**config.mk**
```make
export PLATFORM = sky130hd
export DESIGN_NAME = der_sig_queue
export DESIGN_NICKNAME = d
export VERILOG_FILES = /design/src/design/der_sig_pkg.sv /design/src/design/der_sig_queue.sv
export SDC_FILE = /design/constraint.sdc
export NUM_CORES = 1
export LEC_CHECK = 0
export ABC_AREA = 1
export BUFFER_PORTS_ARGS = -buffer_cell sky130_fd_sc_hd__buf_2
export CORE_AREA = 2 2 408 410
export CTS_CLUSTER_DIAMETER = 100
export DETAILED_ROUTE_END_ITERATION = 8
export DIE_AREA = 0 0 410 412
export GPL_ROUTABILITY_DRIVEN = 0
export GPL_TIMING_DRIVEN = 0
export HOLD_SLACK_MARGIN = 0.06
export PLACE_DENSITY_LB_ADDON = 0.2
export REMOVE_ABC_BUFFERS = 1
export SYNTH_ARGS = -nofsm -noshare
export SYNTH_HDL_FRONTEND = slang
export SYNTH_SLANG_ARGS = --single-unit
```
**constraint.sdc**
```tcl
create_clock -name clk -period 33.6 [get_ports clk]
set_input_delay 1.68 -clock clk [delete_from_list [all_inputs] [get_ports clk]]
set_output_delay 1.68 -clock clk [all_outputs]
set_load 0.02 [all_outputs]
```
**src/design/der_sig_pkg.sv**
```systemverilog
// package for the lax der ecdsa signature parser
// holds parse phase, status codes, frame type and the group order; no dependencies
`timescale 1ns / 1ps
`default_nettype none
package der_sig_pkg;

    localparam int LEN_W = 16;

    typedef enum logic [3:0] {
        PH_SEQ_TAG   = 4'd0,
        PH_SEQ_LEN   = 4'd1,
        PH_SEQ_SKIP  = 4'd2,
        PH_R_TAG     = 4'd3,
        PH_R_LEN     = 4'd4,
        PH_R_LZERO   = 4'd5,
        PH_R_LBYTES  = 4'd6,
        PH_R_VAL     = 4'd7,
        PH_S_TAG     = 4'd8,
        PH_S_LEN     = 4'd9,
        PH_S_LZERO   = 4'd10,
        PH_S_LBYTES  = 4'd11,
        PH_S_VAL     = 4'd12,
        PH_DONE      = 4'd13,
        PH_FAIL      = 4'd14
    } parse_phase_t;

    typedef enum logic [1:0] {
        ST_OK        = 2'd0,
        ST_MALFORMED = 2'd1,
        ST_OVERFLOW  = 2'd2
    } parse_status_t;

    typedef enum logic [1:0] {
        B_IDLE  = 2'd0,
        B_CHECK = 2'd1,
        B_EMIT  = 2'd2
    } back_state_t;

    // parsed signature handed from front to back
    typedef struct packed {
        logic [255:0]  r;
        logic [255:0]  s;
        parse_status_t pre_status;
    } frame_t;

    localparam logic [7:0] TAG_SEQ = 8'h30;
    localparam logic [7:0] TAG_INT = 8'h02;

    localparam logic [255:0] GROUP_ORDER =
        256'hFFFFFFFF_FFFFFFFF_FFFFFFFF_FFFFFFFE_BAAEDCE6_AF48A03B_BFD25E8C_D0364141;

endpackage
`default_nettype wire

```
**src/design/der_sig_queue.sv**
```systemverilog
// two-entry frame queue between front and back
// depends on der_sig_pkg
`timescale 1ns / 1ps
`default_nettype none
module der_sig_queue (
    input  wire logic                clk,
    input  wire logic                rst_n,
    input  wire logic                push,
    input  wire der_sig_pkg::frame_t push_frame,
    output logic                     full,
    input  wire logic                pop,
    output logic                     not_empty,
    output der_sig_pkg::frame_t      head
);
    import der_sig_pkg::*;

    frame_t     mem [2];
    logic       wr_reg, rd_reg;
    logic [1:0] count_reg;

    assign full      = (count_reg == 2'd2);
    assign not_empty = (count_reg != 2'd0);
    assign head      = mem[rd_reg];

    // storage
    always_ff @(posedge clk)
    begin
        if (push && !full)
            mem[wr_reg] <= push_frame;
    end

    // pointers and fill count
    always_ff @(posedge clk or negedge rst_n)
    begin
        if (!rst_n) begin
            wr_reg    <= 1'b0;
            rd_reg    <= 1'b0;
            count_reg <= 2'd0;
        end else begin
            if (push && !full)
                wr_reg <= !wr_reg;
            if (pop && not_empty)
                rd_reg <= !rd_reg;
            count_reg <= count_reg + 2'(push && !full) - 2'(pop && not_empty);
        end
    end

endmodule
`default_nettype wire

```
Yosys cells after proc, flatten, opt, wreduce, memory -nomap -nowiden
Memory sizes are Yosys's and may differ from the RTL's.
Cells that the tools add are included.
Operators by class
  equality and inequality tests: 1
  $add $sub $neg: 2
  multiply operators: 0
  order comparisons: 0
  div/mod/pow operators: 0
  mux-type cells: 2
  bitwise logic cells: 0
  shifts and indexed selects: 0
  reduce and logical (&&, ||, !) cells: 6
Operators by type and width (count)
  $logic_not A1 Y1: 3
  $add A2 B1 Y2: 1
  $eq A2 B2 Y1 const B: 1
  $logic_and A1 B1 Y1: 2
  $mux W1: 2
  $reduce_bool A2 Y1: 1
  $sub A2 B1 Y2: 1
Storage, ports and cells
  memories kept: 1
  output and inout bits: 516
  memory bits (read-only): 0
  latch bits: 0
  flip-flop bits (word level): 4
  logic and storage cells: 15
  bits in writable memories: 1028
Memory list
  mem: depth 2, bits a word 514, read ports 1, clocked after Yosys merged registers in 0, write ports 1, line der_sig_queue.sv:17  | frame_t mem [2];

Logic depth before layout (Yosys ltp)
  depth after elaboration: 5
  depth in mapped cells: 10

Worst setup path before layout
Ideal clock, no wire load.
  kind: input port to flip-flop
  start point: input port push
  end point: memory mem[1][0] (netlist bit) (enable)
  arrival: 23022 ps
  path buffers: 0
  slack: 9176 ps
  stages: 2
  library setup time: 1402 ps
  path through: nand2_1 > nor2_1
On the way
  cells in the longest elaborated chain, start to end: 3
Ends and longest elaborated chain
  from (decl): line der_sig_queue.sv:8  | input wire logic push,
  $logic_and A1 B1 Y1: line der_sig_queue.sv:28  | if (push && !full)
  $mux W1: line der_sig_queue.sv:28
  $mux W1 (implied by the code): line der_sig_queue.sv:29  | mem[wr_reg] <= push_frame;
  to (decl): line der_sig_queue.sv:17
No other way between the ends.

==> results.toml <==
[status]
status = "completed"

[drt]
drt_first_iter_violations = 1172
wl_mm = 115
viasPerCell = 3.87
firstDrtPassIters = 5
detail-route-antenna-nets = 0
drcViolationCount = 0
vias = 23600
routedWlPerCell_um = 18.9

[synth]
ys_warn_count = 0
synth.avg_cell_area_sq_um = 13.8
synth_cells = 2717
synth-compound-area-share = 0
synth_fa_ha_area_frac = 0.000668
synthMuxAreaShare = 0
ys_ff_latch = 1032
synthXorXnorAreaFrac = 0
synth_cell_types = 11
ys_seq_area_frac = 0.826
synth-simple-area-share = 0.156
netlist_area_sq_um = 37500
synth_top_family_by_area = "simple AND/OR/NAND/NOR gates"

[floorplanning]
chipWidth_um = 410
ioPinCount = 1034
initial_utilization = 0.228
dieArea_sq_um = 169000
dieHeight_um = 412
core_area_sq_um = 164000
placementRows = 149

[power]
p_leak_uw = 0.0206
peakVddDrop_v = 0.0000522
p_total_uw = 4740
pwr_density_cell_nw_per_um2 = 95.9

[timing]
setup_viol = 0
setup_tns_ns = 0
max_slew_margin = 0.489
finalCritPeriodShare = 0.158
fin_ws_ns = 28.28
tightest_slew_ns = 0.766
finalCriticalPeriod_ns = 5.32
rsz0062_at_grt = "false"
skew_ns = 0.0389
fmax_mhz = 188
hold_viol = 0
finalMaxSlewViolations = 0

[critical_path]
setup.worst_path.start_class = "register"
crit_fanout = 71
setup.worst_path.start = "rd_reg"
crit_path_end_kind = "output port"
crit_arrival_ns = 3.64
cp.required_ns = 31.92
r2r_start = "count_reg[1]"
path_class = "reg -> out"

[global_routing]
grt_pass1_vias = 22400
grt.total_usage = 0.130
grt_pass1_wl_mm = 159
grt-ovfl-total = 0
antenna_found_initial = 67
grt_start_max_net_pins = 131

[clock_tree]
cts_tree = "yes"
htree_levels = 3
postCtsHoldBufs = 0
clockBufferDepth = 3
cts_resized = 0
clockRootBuffer = "clkbuf_16"
clkLatencyLatePin_ns = 0.75
clkSinkCount = 1032
clk_pin_slew_ns = 0.06
postCtsSetupRepairBufs = 0
numCtsBuffers = 117

[finish]
largest_register_ff_count = 1028
final_area_sq_um = 49400
final_core_util = 0.301
layout-drive-gt1-share = 0.316
fill_cells = 16700
area_growth_pct = 31.9
nets = 4317

[hold_path]
hold_start = "wr_reg"
min_path_type = "reg -> reg"

[place]
dp_hpwl_mm = 80.0
placed_area_sq_um = 45900
dp_slack_ns = 28.95
port-buffer-count = 1033

[run]
max-cap-violations = 0
==> worst paths after layout <==
| kind | end | slack, ns | cells after the start |
|---|---|---|---|
| hold / removal | wr_reg | 0.48 | 2 |
| setup / recovery | head[4] | 28.28 | 7 |
| max in group asynchronous | wr_reg | 32.69 | 1 |
| min in group asynchronous | rd_reg | 0.76 | 1 |
| setup reg to reg | mem[1][294] | 30.70 | 9 |
| hold reg to reg | wr_reg | 0.48 | 2 |
==> final cells by class <==
cell class                 instances  area, sq um  share of cell area
sequential                      1032        31000               0.626
timing repair buffer            1075         6210               0.125
multi-input combinational       1561         5890               0.119
clock buffer                     146         3070              0.0620
tap                             2189         2740              0.0554
clock inverter                    67          492             0.00994
inverter                          10         52.6             0.00106
antenna                           13         32.5            0.000658
==> cell usage after synthesis (all sizes together) <==
cell | number | share of area
buf | 108 | 0.015
clkbuf | 6 | 0.00060
dfrtp | 4 | 0.0027
edfxtp | 1028 | 0.82
ha | 2 | 0.00067
inv | 10 | 0.0010
nand2 | 1555 | 0.16
nand3 | 3 | 0.00040
nor2 | 1 | 0.00010
==> critical path: stages, from the launching register on <==
cell and delay, ns:
dfrtp_4 0.87, buf_16 0.35, buf_16 0.31, buf_16 0.31, buf_16 0.33, nand2_1 0.09, nand2_1 0.18, buf_2 0.23
==> placed cells by master (no fill, tap or decap) <==
cell type   count
diode_2        13
buf_12         16
inv_1           8
dfrtp_1         3
bufinv_16       2
clkinv_2       12
buf_2        1033
clkinv_16       4
inv_6           6
nor2_4          1
ha_1            2
clkinvlp_4      2
buf_16         26
clkbuf_16     117
nand2_1      1555
nand3_1         3
inv_8           6
dfrtp_4         1
clkbuf_1       26
clkbuf_8        3
edfxtp_1     1028
clkinv_1       37
==> layer usage <==
metal,track usage,wire length (um)
met3,0.0560,11200
met1,0.148,43900
met4,0.0470,3380
met2,0.218,56400
met5,0,395
==> cell families (layout without fill, tap and decap cells) <==
family | count (synthesis) | after routing
simple gates | 1559 | 1559
flops | 1032 | 1032
buf+inv | 124 | 1298
fa+ha+maj | 2 | 2
other cells | 0 | 13
==> power breakdown <==
group	total [uW]	internal [uW]	switching, uW	leakage [uW]
clock network	1180	662	521	0.00172
logic	1740	467	1280	0.00926
registers	1810	1750	62.6	0.00961
total	4740	2880	1860	0.0206
==> stage by stage <==
step,cells,hold slack (ns)
5_1_grt,6085,0.526
6_report,6093,0.475
4_1_cts,6080,0.483
2_1_floorplan,2603,0.442
3_3_place_gp,5825,0.455
3_5_place_dp,5867,0.470
Power figures use the tool's default switching activity.
