**src/design/der_sig_pkg.sv**
```systemverilog
// package for the lax der ecdsa signature parser
// holds parse phase, status codes, frame type and the group order; no dependencies
`timescale 1ns / 1ps
`default_nettype none
package der_sig_pkg;

    localparam int LEN_W = 16;

    typedef enum logic [3:0] {
        PH_SEQ_TAG   = 4'd0,
        PH_SEQ_LEN   = 4'd1,
        PH_SEQ_SKIP  = 4'd2,
        PH_R_TAG     = 4'd3,
        PH_R_LEN     = 4'd4,
        PH_R_LZERO   = 4'd5,
        PH_R_LBYTES  = 4'd6,
        PH_R_VAL     = 4'd7,
        PH_S_TAG     = 4'd8,
        PH_S_LEN     = 4'd9,
        PH_S_LZERO   = 4'd10,
        PH_S_LBYTES  = 4'd11,
        PH_S_VAL     = 4'd12,
        PH_DONE      = 4'd13,
        PH_FAIL      = 4'd14
    } parse_phase_t;

    typedef enum logic [1:0] {
        ST_OK        = 2'd0,
        ST_MALFORMED = 2'd1,
        ST_OVERFLOW  = 2'd2
    } parse_status_t;

    typedef enum logic [1:0] {
        B_IDLE  = 2'd0,
        B_CHECK = 2'd1,
        B_EMIT  = 2'd2
    } back_state_t;

    // parsed signature handed from front to back
    typedef struct packed {
        logic [255:0]  r;
        logic [255:0]  s;
        parse_status_t pre_status;
    } frame_t;

    localparam logic [7:0] TAG_SEQ = 8'h30;
    localparam logic [7:0] TAG_INT = 8'h02;

    localparam logic [255:0] GROUP_ORDER =
        256'hFFFFFFFF_FFFFFFFF_FFFFFFFF_FFFFFFFE_BAAEDCE6_AF48A03B_BFD25E8C_D0364141;

endpackage
`default_nettype wire

```
**src/design/der_sig_back.sv**
```systemverilog
// back part: checks r and s against the group order and sends eight words
// depends on der_sig_pkg
`timescale 1ns / 1ps
`default_nettype none
module der_sig_back (
    input  wire logic                clk,
    input  wire logic                rst_n,
    input  wire logic                not_empty,
    input  wire der_sig_pkg::frame_t head,
    output logic                     pop,
    output logic                     out_valid,
    input  wire logic                out_ready,
    output logic [63:0]              sig_word,
    output logic [2:0]               word_index,
    output logic [1:0]               parse_status,
    output logic                     out_last
);
    import der_sig_pkg::*;

    back_state_t   state_reg, state_next;
    logic [511:0]  rs_reg;
    parse_status_t pre_reg, status_reg;
    logic [2:0]    idx_reg;
    logic          done_word;

    assign done_word = out_valid && out_ready && (idx_reg == 3'd7);

    // next state
    always_comb
    begin
        state_next = state_reg;
        case (state_reg)
            B_IDLE:
                if (not_empty)
                    state_next = B_CHECK;
            B_CHECK:
                state_next = B_EMIT;
            B_EMIT:
                if (done_word)
                    state_next = not_empty ? B_CHECK : B_IDLE;
            default:
                state_next = B_IDLE;
        endcase
    end

    // outputs
    always_comb
    begin
        pop          = not_empty && ((state_reg == B_IDLE) || done_word);
        out_valid    = (state_reg == B_EMIT);
        word_index   = idx_reg;
        parse_status = status_reg;
        out_last     = (idx_reg == 3'd7);
        sig_word     = (status_reg == ST_OK) ? rs_reg[511 - 64 * idx_reg -: 64] : 64'd0;
    end

    always_ff @(posedge clk or negedge rst_n)
    begin
        if (!rst_n) begin
            state_reg <= B_IDLE;
            idx_reg   <= 3'd0;
        end else begin
            state_reg <= state_next;
            if (state_reg == B_CHECK)
                idx_reg <= 3'd0;
            else if (out_valid && out_ready)
                idx_reg <= idx_reg + 3'd1;
        end
    end

    // frame load and order check
    always_ff @(posedge clk)
    begin
        if (pop) begin
            rs_reg  <= {head.r, head.s};
            pre_reg <= head.pre_status;
        end
        if (state_reg == B_CHECK) begin
            if (pre_reg != ST_OK)
                status_reg <= pre_reg;
            else if (rs_reg[511:256] >= GROUP_ORDER || rs_reg[255:0] >= GROUP_ORDER)
                status_reg <= ST_OVERFLOW;
            else
                status_reg <= ST_OK;
        end
    end

endmodule
`default_nettype wire

```
**config.mk**
```make
export PLATFORM = sky130hd
export DESIGN_NAME = der_sig_back
export DESIGN_NICKNAME = d
export VERILOG_FILES = /design/src/design/der_sig_pkg.sv /design/src/design/der_sig_back.sv
export SDC_FILE = /design/constraint.sdc
export NUM_CORES = 1
export LEC_CHECK = 0
export ABC_AREA = 1
export BUFFER_PORTS_ARGS = -buffer_cell sky130_fd_sc_hd__buf_2
export CELL_PAD_IN_SITES_DETAIL_PLACEMENT = 2
export CELL_PAD_IN_SITES_GLOBAL_PLACEMENT = 2
export CORE_MARGIN = 8
export CORE_UTILIZATION = 35
export CTS_BUF_LIST = sky130_fd_sc_hd__clkbuf_4 sky130_fd_sc_hd__clkbuf_8
export DETAILED_ROUTE_END_ITERATION = 7
export PLACE_DENSITY_LB_ADDON = 0.1
export RECOVER_POWER = 100
export SYNTH_ARGS = -nofsm -noshare
export SYNTH_HDL_FRONTEND = slang
export SYNTH_SLANG_ARGS = --single-unit
```
**constraint.sdc**
```tcl
create_clock -name clk -period 39.8 [get_ports clk]
set_input_delay 7.96 -clock clk [delete_from_list [all_inputs] [get_ports clk]]
set_output_delay 7.96 -clock clk [all_outputs]
set_load 0.005 [all_outputs]
```
Word level (Yosys, flattened, before mapping)
Cells that the tools add are included.
{"block": "totals", "register_bits": 521, "in_bits": 518}
{"block": "classes", "addsub": 2, "order_cmp": 2, "eq_ne": 5, "n_shift": 1, "n_mux": 9, "n_reduce_logical": 10}
{"operator": "575-bit by 33-bit variable part select with 64-bit output", "n": 1}
{"operator": "256-bit greater-or-equal comparator (second input constant)", "n": 2}
{"operator": "64-bit two-way mux", "n": 1}
{"operator": "9-bit by 9-bit subtractor with 10-bit output (first input constant)", "n": 1}
{"operator": "2-bit two-way mux", "n": 4}
{"operator": "3-bit two-way mux", "n": 2}
{"operator": "2-bit one-hot mux with 3 select lines", "n": 1}
{"operator": "2-bit zero test", "n": 2}
{"operator": "2-bit nonzero test", "n": 2}
{"operator": "3-bit by 1-bit adder with 3-bit output (second input constant)", "n": 1}
{"operator": "3-bit equality test (second input constant)", "n": 1}
{"operator": "1-bit logical AND", "n": 3}
{"operator": "2-bit by 1-bit equality test with 1-bit output (second input constant)", "n": 1}
{"operator": "2-bit equality test (second input constant)", "n": 1}
{"operator": "1-bit logical OR", "n": 2}
{"operator": "2-bit by 1-bit != test with 1-bit output (second input constant)", "n": 1}
{"operator": "2-bit != test (second input constant)", "n": 1}
{"operator": "2-bit AND reduction", "n": 1}
{"operator": "1-bit two-way mux", "n": 1}

Logic depth before layout (Yosys ltp)
Gate-level depths: netlist of the first run.
{"block": "depth", "depth_word": 5, "mapped_depth": 17, "depth_no_buf": 17}

Least setup slack after synthesis of the first run
Ideal clock, no wire load.
{"block": "synth_path", "kind": "input to output", "start": "input out_ready", "end": "output pop", "t_arrival_ns": 29.392, "t_required_ns": 31.840, "slack_ns": 2.448, "path_stages": 2, "path_buffers": 0, "cell_sequence": "a21boi_0 > nor2_1"}
{"block": "synth_between", "elab_chain_len": 4}
{"element": "start, declared", "line_no": "der_sig_back.sv:12", "text": "input wire logic out_ready,"}
{"element": "1-bit logical AND (2 in series)", "line_no": "der_sig_back.sv:26", "text": "assign done_word = out_valid && out_ready && (idx_reg == 3'd7);"}
{"element": "1-bit logical OR", "line_no": "der_sig_back.sv:49", "text": "pop = not_empty && ((state_reg == B_IDLE) || done_word);"}
{"element": "1-bit logical AND", "line_no": "der_sig_back.sv:49"}
{"element": "end, declared", "line_no": "der_sig_back.sv:10", "text": "output logic pop,"}
No other way between the ends.

Final worst setup path of the first run
{"block": "layout_path", "start": "register idx_reg[0] (netlist: word_index[0])", "end": "output sig_word[29]"}
{"block": "layout_between", "elab_chain_len": 3}
{"element": "start, declared", "line_no": "der_sig_back.sv:23", "text": "logic [2:0] idx_reg;"}
{"element": "start signal, assigned", "line_no": "der_sig_back.sv:67", "text": "idx_reg <= idx_reg + 3'd1;"}
{"element": "9-bit by 9-bit subtractor with 10-bit output", "line_no": "der_sig_back.sv:54", "text": "sig_word = (status_reg == ST_OK) ? rs_reg[511 - 64 * idx_reg -: 64] : 64'd0;"}
{"element": "575-bit by 33-bit variable part select with 64-bit output", "line_no": "der_sig_back.sv:54"}
{"element": "64-bit two-way mux", "line_no": "der_sig_back.sv:54"}
{"element": "end, declared", "line_no": "der_sig_back.sv:13", "text": "output logic [63:0] sig_word,"}
No other way between the ends.

==> impl_summary.log, run 1 <==
INFO  metric status = finished with violations
INFO  metric failed_checks = capacitance limit, slew limit
INFO  metric insertion_delay = 0.68 ns
INFO  metric maxCapViolCount = 9
INFO  metric cts-root-buf = sky130_fd_sc_hd__clkbuf_8
INFO  metric postSynthRegisterBits = 521
INFO  metric fin_worst_skew = 0.0267 ns
INFO  metric worst_pin_slew = 10.30 ns
INFO  metric fraction_of_layout_instances_using_a_drive_strength_above_1 = 20.2%
INFO  metric floorplan.rows = 93
INFO  metric numPortBuffers = 589
INFO  metric number_of_flip_flops_under_the_largest_register_name = 512
INFO  metric dpl.cell_count = 3374
INFO  metric cts-resized-gates = 0
INFO  metric worst_hold_slack = 0.481 ns
INFO  metric synth_fa_ha_area_share = 0.111%
INFO  metric synth-xor-area-share = 0%
INFO  metric final-setup-viol-count = 0
INFO  metric max_clock_freq = 47.6 MHz
INFO  metric grt_pass1_wl = 139000 um
INFO  metric worstSetupEndpointType = output pin
INFO  metric instances_no_fill = 3562
INFO  metric placeableCoreArea = 64100 um2
INFO  metric fin_nets = 3134
INFO  metric aggregate_routed_wire_length = 98400 um
INFO  metric drtPass1Iterations = 5
INFO  metric ys.warnings.count = 0
INFO  metric cts_tree = yes
INFO  metric cts.clk_slew.worst_paths = 0.06 ns
INFO  metric hold_path.class = reg2reg
INFO  metric path_max_fanout = 170
INFO  metric groute.usage.overall = 25.7%
INFO  metric drtIter0Drc = 1463
INFO  metric yosysSeqAreaShare = 69.2%
INFO  metric worst_slew_margin_rel = -587%
INFO  metric pre_cts_slack = 22.85 ns
INFO  metric hold_viol_final = 0
INFO  metric syn_inst = 2021
INFO  metric maxSlewViolCount = 949
INFO  metric avgSynthCellArea = 11.2 um2
INFO  metric syn-num-nets = 2541
INFO  metric num_vias = 19100
INFO  metric cts-root-to-sink-buffers = 3
INFO  metric route.antenna.remaining_nets = 0
INFO  metric pin_count_of_the_biggest_net_entering_global_routing = 186
INFO  metric hpwlAfterDp = 74100 um
INFO  metric fin_tns_setup = 0 ns
INFO  metric drt_drc_violations_left = 0
INFO  metric crit_type = reg2out
INFO  metric avgViaCountPerCell = 5.35
INFO  metric filler_cell_count = 6910
INFO  metric die_area = 72800 um2
INFO  metric wl_per_instance = 27.6 um
INFO  metric cts-buffers-inserted = 93
INFO  metric post-route-period-util = 52.7%
INFO  metric synth-compound-area-share = 13.1%
INFO  metric total_power = 1.86 mW
INFO  metric ioPinCount = 590
INFO  metric initial_standard_cell_utilization_of_the_core = 35.2%
INFO  metric grt_setup_unrepaired = false
INFO  metric worst_setup_path_start_kind = flop
INFO  metric synth.area.mux_share = 0%
INFO  metric power-per-cell-area = 67.0 nW/um2
INFO  metric data_required_time_at_the_worst_endpoint = 31.84 ns
INFO  metric ir_drop = 0.0000888 V
INFO  metric synthesis.area = 22600 um2
INFO  metric post_synth_and_or_nand_nor_area_fraction = 13.1%
INFO  metric htreeDepth = 3
INFO  metric timing.final.crit_period = 20.99 ns
INFO  metric holdBufCountCts = 0
INFO  metric clkSinkCount = 521
INFO  metric synth_top_family_by_area = compound AO/OA/AOI/OAI gates
INFO  metric crit_arrival = 13.03 ns
INFO  metric gpl_wtd_cong = 0.906
INFO  metric grt.overflow.total = 0
INFO  metric antenna_violations_before_repair = 48
INFO  metric chipWidth = 270 um
INFO  metric floorplan_die_height = 270 um
INFO  metric grt_pass1_vias = 20800
INFO  metric worst_slack = 18.81 ns
INFO  metric syn2layout_area_growth = 23.3%
INFO  metric postCtsSetupBuffers = 0
INFO  metric distinct_cells_synth = 33
INFO  metric static-leakage-power = 10.3 nW
power breakdown:
group	internal (mW)	leakage, nW	switching (mW)	total (mW)
logic	0.126	4.38	0.372	0.498
clock network	0.273	0.954	0.229	0.502
registers	0.783	4.91	0.0802	0.863
final timing paths:
path                          startpoint         endpoint  slack, ns  cells after the start
setup / recovery           word_index[0]     sig_word[29]      18.81                      7
hold / removal                pre_reg[0]  parse_status[0]       0.48                      0
setup reg to reg           word_index[0]      rs_reg[408]      25.59                      6
hold reg to reg               pre_reg[0]  parse_status[0]       0.48                      0
max in group asynchronous          rst_n    word_index[1]      32.39                      1
min in group asynchronous          rst_n     state_reg[1]       7.16                      1
layout make-up:
| class | count | area [um2] | area share, % |
|---|---|---|---|
| flip-flops and latches | 521 | 15600 | 56.1 |
| multi-input cells | 1255 | 5960 | 21.4 |
| repair buffers | 602 | 2760 | 9.93 |
| clock buffers | 128 | 1570 | 5.64 |
| well taps | 855 | 1070 | 3.85 |
| inverters | 141 | 536 | 1.92 |
| clock inverters | 34 | 239 | 0.859 |
| diodes | 26 | 65.1 | 0.234 |
cell usage after synthesis (all sizes together):
| master | instances | share of area (%) |
|---|---|---|
| clkbuf | 56 | 0.93 |
| dfrtp | 5 | 0.55 |
| o221ai | 2 | 0.078 |
| nor3b | 1 | 0.033 |
| or2 | 3 | 0.083 |
| nand3b | 9 | 0.30 |
| o211ai | 21 | 0.70 |
| edfxtp | 516 | 69 |
| a31oi | 64 | 1.8 |
| nor3 | 26 | 0.58 |
| o21ai | 327 | 7.3 |
| o21bai | 2 | 0.067 |
| buf | 48 | 1.1 |
| inv | 141 | 2.3 |
| nor2 | 349 | 5.8 |
| nand2 | 195 | 3.2 |
| ha | 2 | 0.11 |
| o22ai | 36 | 1.0 |
| and2b | 1 | 0.033 |
| nor4 | 6 | 0.17 |
| o21a | 2 | 0.067 |
| nand3 | 38 | 0.84 |
| a21boi | 2 | 0.067 |
| nand4 | 73 | 2.0 |
| a21oi | 95 | 2.1 |
| a22oi | 1 | 0.033 |
worst max-delay path: stages (launching register included):
cell	delay, ns
sky130_fd_sc_hd__dfrtp_1	2.33
sky130_fd_sc_hd__clkinvlp_2	5.57
sky130_fd_sc_hd__clkbuf_1	2.51
sky130_fd_sc_hd__o21ai_0	0.73
sky130_fd_sc_hd__o22ai_1	0.12
sky130_fd_sc_hd__o21ai_0	0.69
sky130_fd_sc_hd__a31oi_1	0.12
sky130_fd_sc_hd__buf_2	0.18
layout by cell type, fill, tap and decap left out, types with 2 or more instances in the layout:
cell / count
sky130_fd_sc_hd__nor3_1: 26
sky130_fd_sc_hd__o21bai_1: 2
sky130_fd_sc_hd__clkbuf_1: 212
sky130_fd_sc_hd__bufinv_16: 3
sky130_fd_sc_hd__buf_4: 6
sky130_fd_sc_hd__o221ai_1: 2
sky130_fd_sc_hd__buf_2: 384
sky130_fd_sc_hd__clkinv_1: 17
sky130_fd_sc_hd__o21ai_1: 5
sky130_fd_sc_hd__inv_4: 2
sky130_fd_sc_hd__nand3_1: 38
sky130_fd_sc_hd__clkinv_2: 9
sky130_fd_sc_hd__a21boi_0: 2
sky130_fd_sc_hd__inv_6: 2
sky130_fd_sc_hd__dfrtp_1: 5
sky130_fd_sc_hd__or2_1: 2
sky130_fd_sc_hd__clkbuf_8: 97
sky130_fd_sc_hd__clkbuf_4: 31
sky130_fd_sc_hd__nor2_2: 2
sky130_fd_sc_hd__o211ai_1: 21
sky130_fd_sc_hd__o21a_1: 2
sky130_fd_sc_hd__a21oi_1: 95
sky130_fd_sc_hd__inv_1: 138
sky130_fd_sc_hd__nor2_1: 346
sky130_fd_sc_hd__a31oi_1: 64
sky130_fd_sc_hd__nand3b_1: 9
sky130_fd_sc_hd__nor4_1: 6
sky130_fd_sc_hd__edfxtp_1: 516
sky130_fd_sc_hd__o22ai_1: 36
sky130_fd_sc_hd__nand4_1: 73
sky130_fd_sc_hd__ha_1: 2
sky130_fd_sc_hd__nand2_1: 195
sky130_fd_sc_hd__clkinvlp_4: 3
sky130_fd_sc_hd__o21ai_0: 322
sky130_fd_sc_hd__diode_2: 26
through the flow:
stage               utilization, %  area, um2
global placement              41.0      26300
global route                  43.4      27800
detailed placement            41.0      26300
finish                        43.4      27800
CTS                           43.8      28100
floorplan                        -      22600
routing by layer:
| layer | wire length (um) | vias up | GRT usage (%) |
|---|---|---|---|
| met3 | 6390 | 189 | 5.59 |
| li1 | - | 8542 | - |
| met1 | 41200 | 9589 | 33.2 |
| met5 | 99 | - | 0 |
| met2 | 47100 | 724 | 42.0 |
| met4 | 3580 | 18 | 10.1 |
cells by family after synthesis:
| kind of cell | after synthesis |
|---|---|
| compound gates | 552 |
| fa+ha+maj | 2 |
| buf+inv | 245 |
| flops | 521 |
| simple gates | 701 |
(Power assumes the default switching activity.)
==> inputs of run 2 (changes only) <==
--- a/config.mk
+++ b/config.mk
@@ -10,7 +10,7 @@
 export CELL_PAD_IN_SITES_DETAIL_PLACEMENT = 2
 export CELL_PAD_IN_SITES_GLOBAL_PLACEMENT = 2
 export CORE_MARGIN = 8
-export CORE_UTILIZATION = 35
+export CORE_UTILIZATION = 31
 export CTS_BUF_LIST = sky130_fd_sc_hd__clkbuf_4 sky130_fd_sc_hd__clkbuf_8
 export DETAILED_ROUTE_END_ITERATION = 7
 export PLACE_DENSITY_LB_ADDON = 0.1
==> constraint.sdc (replaced) <==
create_clock -name clk -period 18.65 [get_ports clk]
set_input_delay 3.73 -clock clk [delete_from_list [all_inputs] [get_ports clk]]
set_output_delay 3.73 -clock clk [all_outputs]
set_load 0.005 [all_outputs]
==> run 2 against run 1 <==
Highest routed layer unchanged. Largest power group unchanged. Flip-flop and latch count unchanged. Design area increased by 0.64%. Non-clock buffer count unchanged. The flow still finishes with violations (capacitance limit, slew limit). Register-to-register slack got worse by 20 ns. Largest cell class unchanged.
==> impl_summary.log, run 2 (same netlist as run 1, synthesis figures left out) <==
INFO  metric cts-root-to-sink-buffers = 3 (unchanged)
INFO  metric postCtsSetupBuffers = 0 (unchanged)
INFO  metric worstSetupEndpointType = flop
INFO  metric chipWidth = 286 um (+5.9%)
INFO  metric mostFrequentLayoutCell = sky130_fd_sc_hd__edfxtp_1
INFO  metric grt_pass1_wl = 142000 um (+1.7%)
INFO  metric worst_setup_path_start_kind = input port
INFO  metric pin_count_of_the_biggest_net_entering_global_routing = 236 (+27%)
INFO  metric pre_cts_slack = 10.18 ns (-12.67 ns)
INFO  metric hold_viol_final = 0 (unchanged)
INFO  metric ir_drop = 0.000297 V (+230%)
INFO  metric fin_worst_skew = 0.0307 ns (+0.00395 ns)
INFO  metric final-setup-viol-count = 0 (unchanged)
INFO  metric status = finished with violations
INFO  metric path_max_fanout = 165 (-2.9%)
INFO  metric drtPass1Iterations = 5 (unchanged)
INFO  metric drt_drc_violations_left = 0 (unchanged)
INFO  metric num_vias = 18900 (-0.88%)
INFO  metric power-per-cell-area = 141 nW/um2 (+110%)
INFO  metric grt_setup_unrepaired = false
INFO  metric htreeDepth = 3 (unchanged)
INFO  metric clkSinkCount = 521 (unchanged)
INFO  metric wl_per_instance = 27.5 um (-0.61%)
INFO  metric grt_pass1_vias = 20700 (-0.65%)
INFO  metric highest_count_cells_in_the_layout_ignoring_fill_and_taps = sky130_fd_sc_hd__edfxtp_1, sky130_fd_sc_hd__buf_2, sky130_fd_sc_hd__nor2_1, sky130_fd_sc_hd__o21ai_0, sky130_fd_sc_hd__clkbuf_1
INFO  metric placeableCoreArea = 72500 um2 (+13%)
INFO  metric fin_nets = 3137 (+0.096%)
INFO  metric grt.overflow.total = 0 (unchanged)
INFO  metric static-leakage-power = 10.3 nW (+0.49%)
INFO  metric fraction_of_layout_instances_using_a_drive_strength_above_1 = 20.6% (+0.43 points)
INFO  metric final_core_utilization = 38.6% (-4.8 points)
INFO  metric cts_tree = yes
INFO  metric fin_tns_setup = 0 ns (unchanged)
INFO  metric antenna_violations_before_repair = 48 (unchanged)
INFO  metric avgViaCountPerCell = 5.14 (-3.9%)
INFO  metric die_area = 81700 um2 (+12%)
INFO  metric insertion_delay = 0.69 ns (about the same)
INFO  metric number_of_flip_flops_under_the_largest_register_name = 512 (unchanged)
INFO  metric cts-resized-gates = 0 (unchanged)
INFO  metric post-route-period-util = 69.3%
INFO  metric aggregate_routed_wire_length = 101000 um (+2.5%)
INFO  metric groute.usage.overall = 23.6% (-2.1 points)
INFO  metric hold_path.class = reg2reg
INFO  metric worst_pin_slew = 9.24 ns (-1.06 ns)
INFO  metric failed_checks = capacitance limit, slew limit
INFO  metric route.antenna.remaining_nets = 0 (unchanged)
INFO  metric ioPinCount = 590 (unchanged)
INFO  metric worst_slack = 5.72 ns (-13.09 ns)
INFO  metric maxCapViolCount = 7 (-2)
INFO  metric cts.clk_slew.worst_paths = 0.06 ns (about the same)
INFO  metric floorplan.rows = 99 (+6.5%)
INFO  metric hpwlAfterDp = 76000 um (+2.6%)
INFO  metric syn2layout_area_growth = 24.1%
INFO  metric crit_type = in2reg
INFO  metric drtIter0Drc = 1243 (-15%)
INFO  metric cts-buffers-inserted = 96 (+3.2%)
INFO  metric crit_arrival = 13.22 ns (+0.19 ns)
INFO  metric max_clock_freq = 77.3 MHz
INFO  metric maxSlewViolCount = 567 (-40%)
INFO  metric timing.final.crit_period = 12.93 ns
INFO  metric holdBufCountCts = 0 (unchanged)
INFO  metric gpl_wtd_cong = 0.863 (-4.7%)
INFO  metric worst_slew_margin_rel = -516% (+71 points)
INFO  metric floorplan_die_height = 286 um (+5.9%)
INFO  metric cts-root-buf = sky130_fd_sc_hd__clkbuf_8
INFO  metric data_required_time_at_the_worst_endpoint = 18.94 ns (-12.90 ns)
INFO  metric numPortBuffers = 589 (unchanged)
INFO  metric initial_standard_cell_utilization_of_the_core = 31.1% (-4.1 points)
## run 2: changes by cell type in the layout (fill, tap and decap cells not counted), moves of 3 or more
cell	before	now
sky130_fd_sc_hd__o21ai_1	5	1
sky130_fd_sc_hd__o21ai_0	322	326
sky130_fd_sc_hd__bufinv_16	3	0
sky130_fd_sc_hd__clkbuf_4	31	42
sky130_fd_sc_hd__clkbuf_1	212	208
sky130_fd_sc_hd__clkinv_1	17	14
sky130_fd_sc_hd__inv_8	0	3
## run 2: per-stage QoR
step / area [um2] / instances / hold slack (ns) / power, mW
floorplan: 22600 / 2021 / 0.478 / 2.40
global placement: 26400 / 3478 / 0.516 / 2.82
detailed placement: 26400 / 3478 / 0.540 / 2.87
CTS: 28200 / 3647 / 0.557 / 3.96
global route: 28000 / 3666 / 0.550 / 4.15
finish: 28000 / 3673 / 0.551 / 3.94
## run 2: worst max-delay path, stage by stage
cell	delay, ns
sky130_fd_sc_hd__clkbuf_1	0.16
sky130_fd_sc_hd__a21boi_0	0.18
sky130_fd_sc_hd__nor2_1	1.03
sky130_fd_sc_hd__clkbuf_1	6.28
sky130_fd_sc_hd__buf_4	1.48
## run 2: path summary, 6_finish.rpt
kind                       cells after the start          start  slack [ns]               to
max                                            5      out_ready        5.72      rs_reg[433]
min                                            2     pre_reg[1]        0.55  parse_status[1]
max reg2reg                                    7  word_index[1]        5.86      rs_reg[433]
min reg2reg                                    2     pre_reg[1]        0.55  parse_status[1]
max in group asynchronous                      1          rst_n       15.49    word_index[0]
min in group asynchronous                      1          rst_n        2.90     state_reg[1]
## run 2: cell type report
type / count / area (um2)
tap: 959 / 1200
timing repair buffer: 602 / 2790
fill: 7884 / 44500
sequential: 521 / 15600
clock inverter: 31 / 181
inverter: 141 / 541
antenna: 26 / 65.1
multi-input combinational: 1255 / 5960
clock buffer: 138 / 1640
## run 2: per-layer routing
metal | GRT usage (%) | up-vias | share of wire (%)
li1 | - | 8555 | -
met1 | 30.7 | 9483 | 43
met2 | 39.1 | 666 | 48
met3 | 4.79 | 178 | 5.8
met4 | 8.10 | 12 | 3.0
met5 | 0 | - | 0.070
## run 2: report_power, final
part,internal (mW),leakage [nW],switching [mW]
combinational,0.271,4.41,0.813
sequential,1.63,4.91,0.151
clock,0.565,0.975,0.506
==> inputs of run 3 (changes only) <==
--- a/config.mk
+++ b/config.mk
@@ -5,12 +5,12 @@
 export SDC_FILE = /design/constraint.sdc
 export NUM_CORES = 1
 export LEC_CHECK = 0
-export ABC_AREA = 1
+export ABC_AREA = 0
 export BUFFER_PORTS_ARGS = -buffer_cell sky130_fd_sc_hd__buf_2
 export CELL_PAD_IN_SITES_DETAIL_PLACEMENT = 2
 export CELL_PAD_IN_SITES_GLOBAL_PLACEMENT = 2
 export CORE_MARGIN = 8
-export CORE_UTILIZATION = 31
+export CORE_UTILIZATION = 39
 export CTS_BUF_LIST = sky130_fd_sc_hd__clkbuf_4 sky130_fd_sc_hd__clkbuf_8
 export DETAILED_ROUTE_END_ITERATION = 7
 export PLACE_DENSITY_LB_ADDON = 0.1
==> constraint.sdc (replaced) <==
create_clock -name clk -period 12.79 [get_ports clk]
set_input_delay 2.558 -clock clk [delete_from_list [all_inputs] [get_ports clk]]
set_output_delay 2.558 -clock clk [all_outputs]
set_load 0.005 [all_outputs]
==> run 3 against run 2 <==
The run still ends with capacitance limit, slew limit left. Non-clock buffer count is 1 lower. Highest routed layer unchanged. Global-route usage is 3.6 points higher. First-iteration DRC count is 2.0% lower. Via count is 22% lower.
==> impl_summary.log, run 3 <==
INFO  metric grt_setup_unrepaired = false
INFO  metric pre_cts_slack = 6.28 ns (-3.90 ns)
INFO  metric stdcell_area = 26800 um2 (-4.3%)
INFO  metric worst_pin_slew = 4.53 ns (-4.71 ns)
INFO  metric timing.critical_path.max_delay_family = buffers and inverters
INFO  metric synth_enable_flop_cells = 516 (unchanged)
INFO  metric combinationalPowerShare = 23.7% (-3.8 points)
INFO  metric grt.overflow.total = 0 (unchanged)
INFO  metric worst_setup_path_start_kind = input port
INFO  metric mostFrequentLayoutCell = sky130_fd_sc_hd__edfxtp_1
INFO  metric p_switching = 1.73 mW (+17%)
INFO  metric clkSinkCount = 521 (unchanged)
INFO  metric cts_tree = yes
INFO  metric fraction_of_layout_instances_using_a_drive_strength_above_1 = 35.4% (+15 points)
INFO  metric antenna_violations_before_repair = 33 (-31%)
INFO  metric seqPwrFrac = 48.3% (+3.0 points)
INFO  metric data_required_time_at_the_worst_endpoint = 13.07 ns (-5.87 ns)
INFO  metric static-leakage-power = 8.96 nW (-13%)
INFO  metric gpl_wtd_cong = 0.887 (+2.7%)
INFO  metric numPortBuffers = 589 (unchanged)
INFO  metric status = finished with violations
INFO  metric cts-root-buf = sky130_fd_sc_hd__clkbuf_8
INFO  metric netlist_top_cells_count = sky130_fd_sc_hd__edfxtp_1, sky130_fd_sc_hd__mux4_2, sky130_fd_sc_hd__nor2_1
INFO  metric final-setup-viol-count = 0 (unchanged)
INFO  metric failed_checks = capacitance limit, slew limit
INFO  metric number_of_flip_flops_under_the_largest_register_name = 512 (unchanged)
INFO  metric async_flop_share = 0.960% (unchanged)
INFO  metric floorplan_die_height = 251 um (-12%)
INFO  metric ioPinCount = 590 (unchanged)
INFO  metric maxCapViolCount = 6 (-1)
INFO  metric synth_top_cells_by_area = sky130_fd_sc_hd__edfxtp_1, sky130_fd_sc_hd__mux4_2, sky130_fd_sc_hd__mux2i_1
INFO  metric placeableCoreArea = 54800 um2 (-24%)
INFO  metric power_report.internal_total = 3.77 mW (+53%)
INFO  metric worst_hold_slack = 0.512 ns (-0.0392 ns)
INFO  metric post-synth-top-area-fraction = 72.2% (+3.6 points)
INFO  metric seq_area = 15600 um2 (about the same)
INFO  metric groute.usage.overall = 27.2% (+3.6 points)
INFO  metric avgViaCountPerCell = 5.70 (+11%)
INFO  metric maxSlewViolCount = 337 (-41%)
INFO  metric htreeDepth = 3 (unchanged)
INFO  metric share_clk_of_total_power = 27.9% (+0.7 points)
INFO  metric highest_count_cells_in_the_layout_ignoring_fill_and_taps = sky130_fd_sc_hd__edfxtp_1, sky130_fd_sc_hd__buf_2, sky130_fd_sc_hd__clkbuf_1, sky130_fd_sc_hd__mux4_2, sky130_fd_sc_hd__clkbuf_8
INFO  metric grt_pass1_wl = 121000 um (-15%)
INFO  metric fin_nets = 2289 (-27%)
INFO  metric die_area = 62800 um2 (-23%)
INFO  metric route.antenna.remaining_nets = 0 (unchanged)
INFO  metric yosysSeqAreaShare = 72.8% (+3.6 points)
INFO  metric insertion_delay = 0.69 ns (about the same)
INFO  metric postSynth.topFlopCell = sky130_fd_sc_hd__edfxtp_1
INFO  metric fin_worst_skew = 0.0384 ns (+0.00769 ns)
INFO  metric power-per-cell-area = 205 nW/um2 (+46%)
INFO  metric hold_viol_final = 0 (unchanged)
INFO  metric crit_type = in2reg
INFO  metric worstSetupEndpointType = flop
INFO  metric crit_arrival = 9.48 ns (-3.74 ns)
INFO  metric power.switching_fraction = 31.4% (-5.9 points)
INFO  metric syn-num-nets = 1640 (-35%)
INFO  metric worst_slack = 3.60 ns (-2.12 ns)
INFO  metric hold_path.class = reg2reg
INFO  metric holdBufCountCts = 0 (unchanged)
INFO  metric filler_cell_count = 5249 (-33%)
INFO  metric multi_input_comb_area = 5640 um2 (-5.5%)
INFO  metric ir_drop = 0.000123 V (-59%)
INFO  metric grt_pass1_vias = 16400 (-21%)
INFO  metric worst_slew_margin_rel = -202% (+310 points)
INFO  metric fin_tns_setup = 0 ns (unchanged)
INFO  metric syn2layout_area_growth = 24.8%
INFO  metric largest_stage_delay_on_the_critical_path = 3.15 ns (-3.13 ns)
INFO  metric drt_drc_violations_left = 0 (unchanged)
INFO  metric synthMostInstantiatedCell = sky130_fd_sc_hd__edfxtp_1
INFO  metric post-route-period-util = 71.9%
INFO  metric num_vias = 14700 (-22%)
INFO  metric cts.clk_slew.worst_paths = 0.06 ns (about the same)
INFO  metric total_power = 5.50 mW (+39%)
INFO  metric syn_inst = 1120 (-45%)
INFO  metric postCtsSetupBuffers = 0 (unchanged)
INFO  metric postSynthRegisterBits = 521 (unchanged)
INFO  metric aggregate_routed_wire_length = 88200 um (-13%)
INFO  metric cts-buffers-inserted = 91 (-5.2%)
INFO  metric cp_slowest_cell = sky130_fd_sc_hd__clkbuf_1
INFO  metric timing.final.crit_period = 9.19 ns
INFO  metric drtIter0Drc = 1218 (-2.0%)
INFO  metric critical_path.cell_chain = clkbuf_1 -> nand2_1 -> a21oi_1 -> clkbuf_1 -> clkbuf_1 -> buf_4
INFO  metric max_clock_freq = 109 MHz
INFO  metric count_of_buffer_and_inverter_cells_on_the_critical_path = 4 (+1)
INFO  metric avgSynthCellArea = 19.2 um2 (+72%)
INFO  metric floorplan.rows = 86 (-13%)
INFO  metric hpwlAfterDp = 68900 um (-9.4%)
INFO  metric ys.warnings.count = 0 (unchanged)
INFO  metric synthesis.area = 21500 um2 (-4.9%)
INFO  metric drtPass1Iterations = 5 (unchanged)
INFO  metric chipWidth = 251 um (-12%)
INFO  metric synth_area_leader_cell = sky130_fd_sc_hd__edfxtp_1
INFO  metric initial_standard_cell_utilization_of_the_core = 39.2% (+8.0 points)
INFO  metric crit_path_frequent_cell = sky130_fd_sc_hd__clkbuf_1
INFO  metric cts-resized-gates = 0 (unchanged)
INFO  metric pin_count_of_the_biggest_net_entering_global_routing = 162 (-31%)
INFO  metric distinct_cells_synth = 54 (+64%)
INFO  metric path_max_fanout = 76 (-54%)
INFO  metric cts-root-to-sink-buffers = 3 (unchanged)
INFO  metric cell_area_after_placement = 25200 um2 (-4.5%)
INFO  metric wl_per_instance = 34.3 um (+25%)
run 3: final cells by class:
class | instances | share of cell area [%]
diodes | 25 | 0.234
well taps | 704 | 3.29
clock inverters | 32 | 0.752
inverters | 4 | 0.0561
clock buffers | 133 | 5.97
repair buffers | 601 | 10.3
flip-flops and latches | 521 | 58.4
multi-input cells | 550 | 21.0
run 3: power by group through the flow:
stage          Combinational, mW  Clock [mW]  Sequential [mW]
2_1_floorplan              0.907           0             2.57
3_3_place_gp                1.27           0             2.65
3_5_place_dp                1.30           0             2.67
4_1_cts                     1.31        1.57             2.64
5_1_grt                     1.39        1.64             2.69
6_report                    1.30        1.54             2.66
run 3: cells by family after synthesis:
group                      share of synthesized area [%]
DFF                                                 72.8
and+or+nand+nor                                     7.32
muxes                                               16.5
AOI/OAI and AO/OA                                   2.34
buffers and inverters                              0.916
adders and majority gates                          0.117
run 3: metrics by stage:
step	util, %	instances
finish	48.9	2570
global route	48.9	2561
CTS	49.4	2545
detailed placement	46.1	2380
global placement	46.1	2380
floorplan	-	1120
run 3: worst reg2reg max path: cells and delay by family, from the launching register on:
family,cells,cell delay [ns]
compound gates,1,0.31
fa+ha+maj,2,0.49
buf+inv,3,6.28
flops,1,1.11
simple gates,1,0.11
run 3: layer usage:
metal / GRT usage, % / wire length, um / part of all wire [%] / vias up
li1: - / - / - / 6133
met1: 31.9 / 32500 / 37 / 7625
met2: 48.4 / 46400 / 53 / 719
met3: 7.00 / 6640 / 7.5 / 157
met4: 9.25 / 2550 / 2.9 / 20
met5: 0 / 132 / 0.15 / -
run 3: worst paths after layout:
path                                from         endpoint  slack, ns  cells after the start
setup / recovery               out_ready      rs_reg[265]       3.60                      6
hold / removal                pre_reg[1]  parse_status[1]       0.51                      1
setup reg to reg           word_index[1]      rs_reg[265]       4.09                      7
hold reg to reg               pre_reg[1]  parse_status[1]       0.51                      1
max in group asynchronous          rst_n    word_index[0]      10.76                      1
min in group asynchronous          rst_n     state_reg[1]       1.73                      1
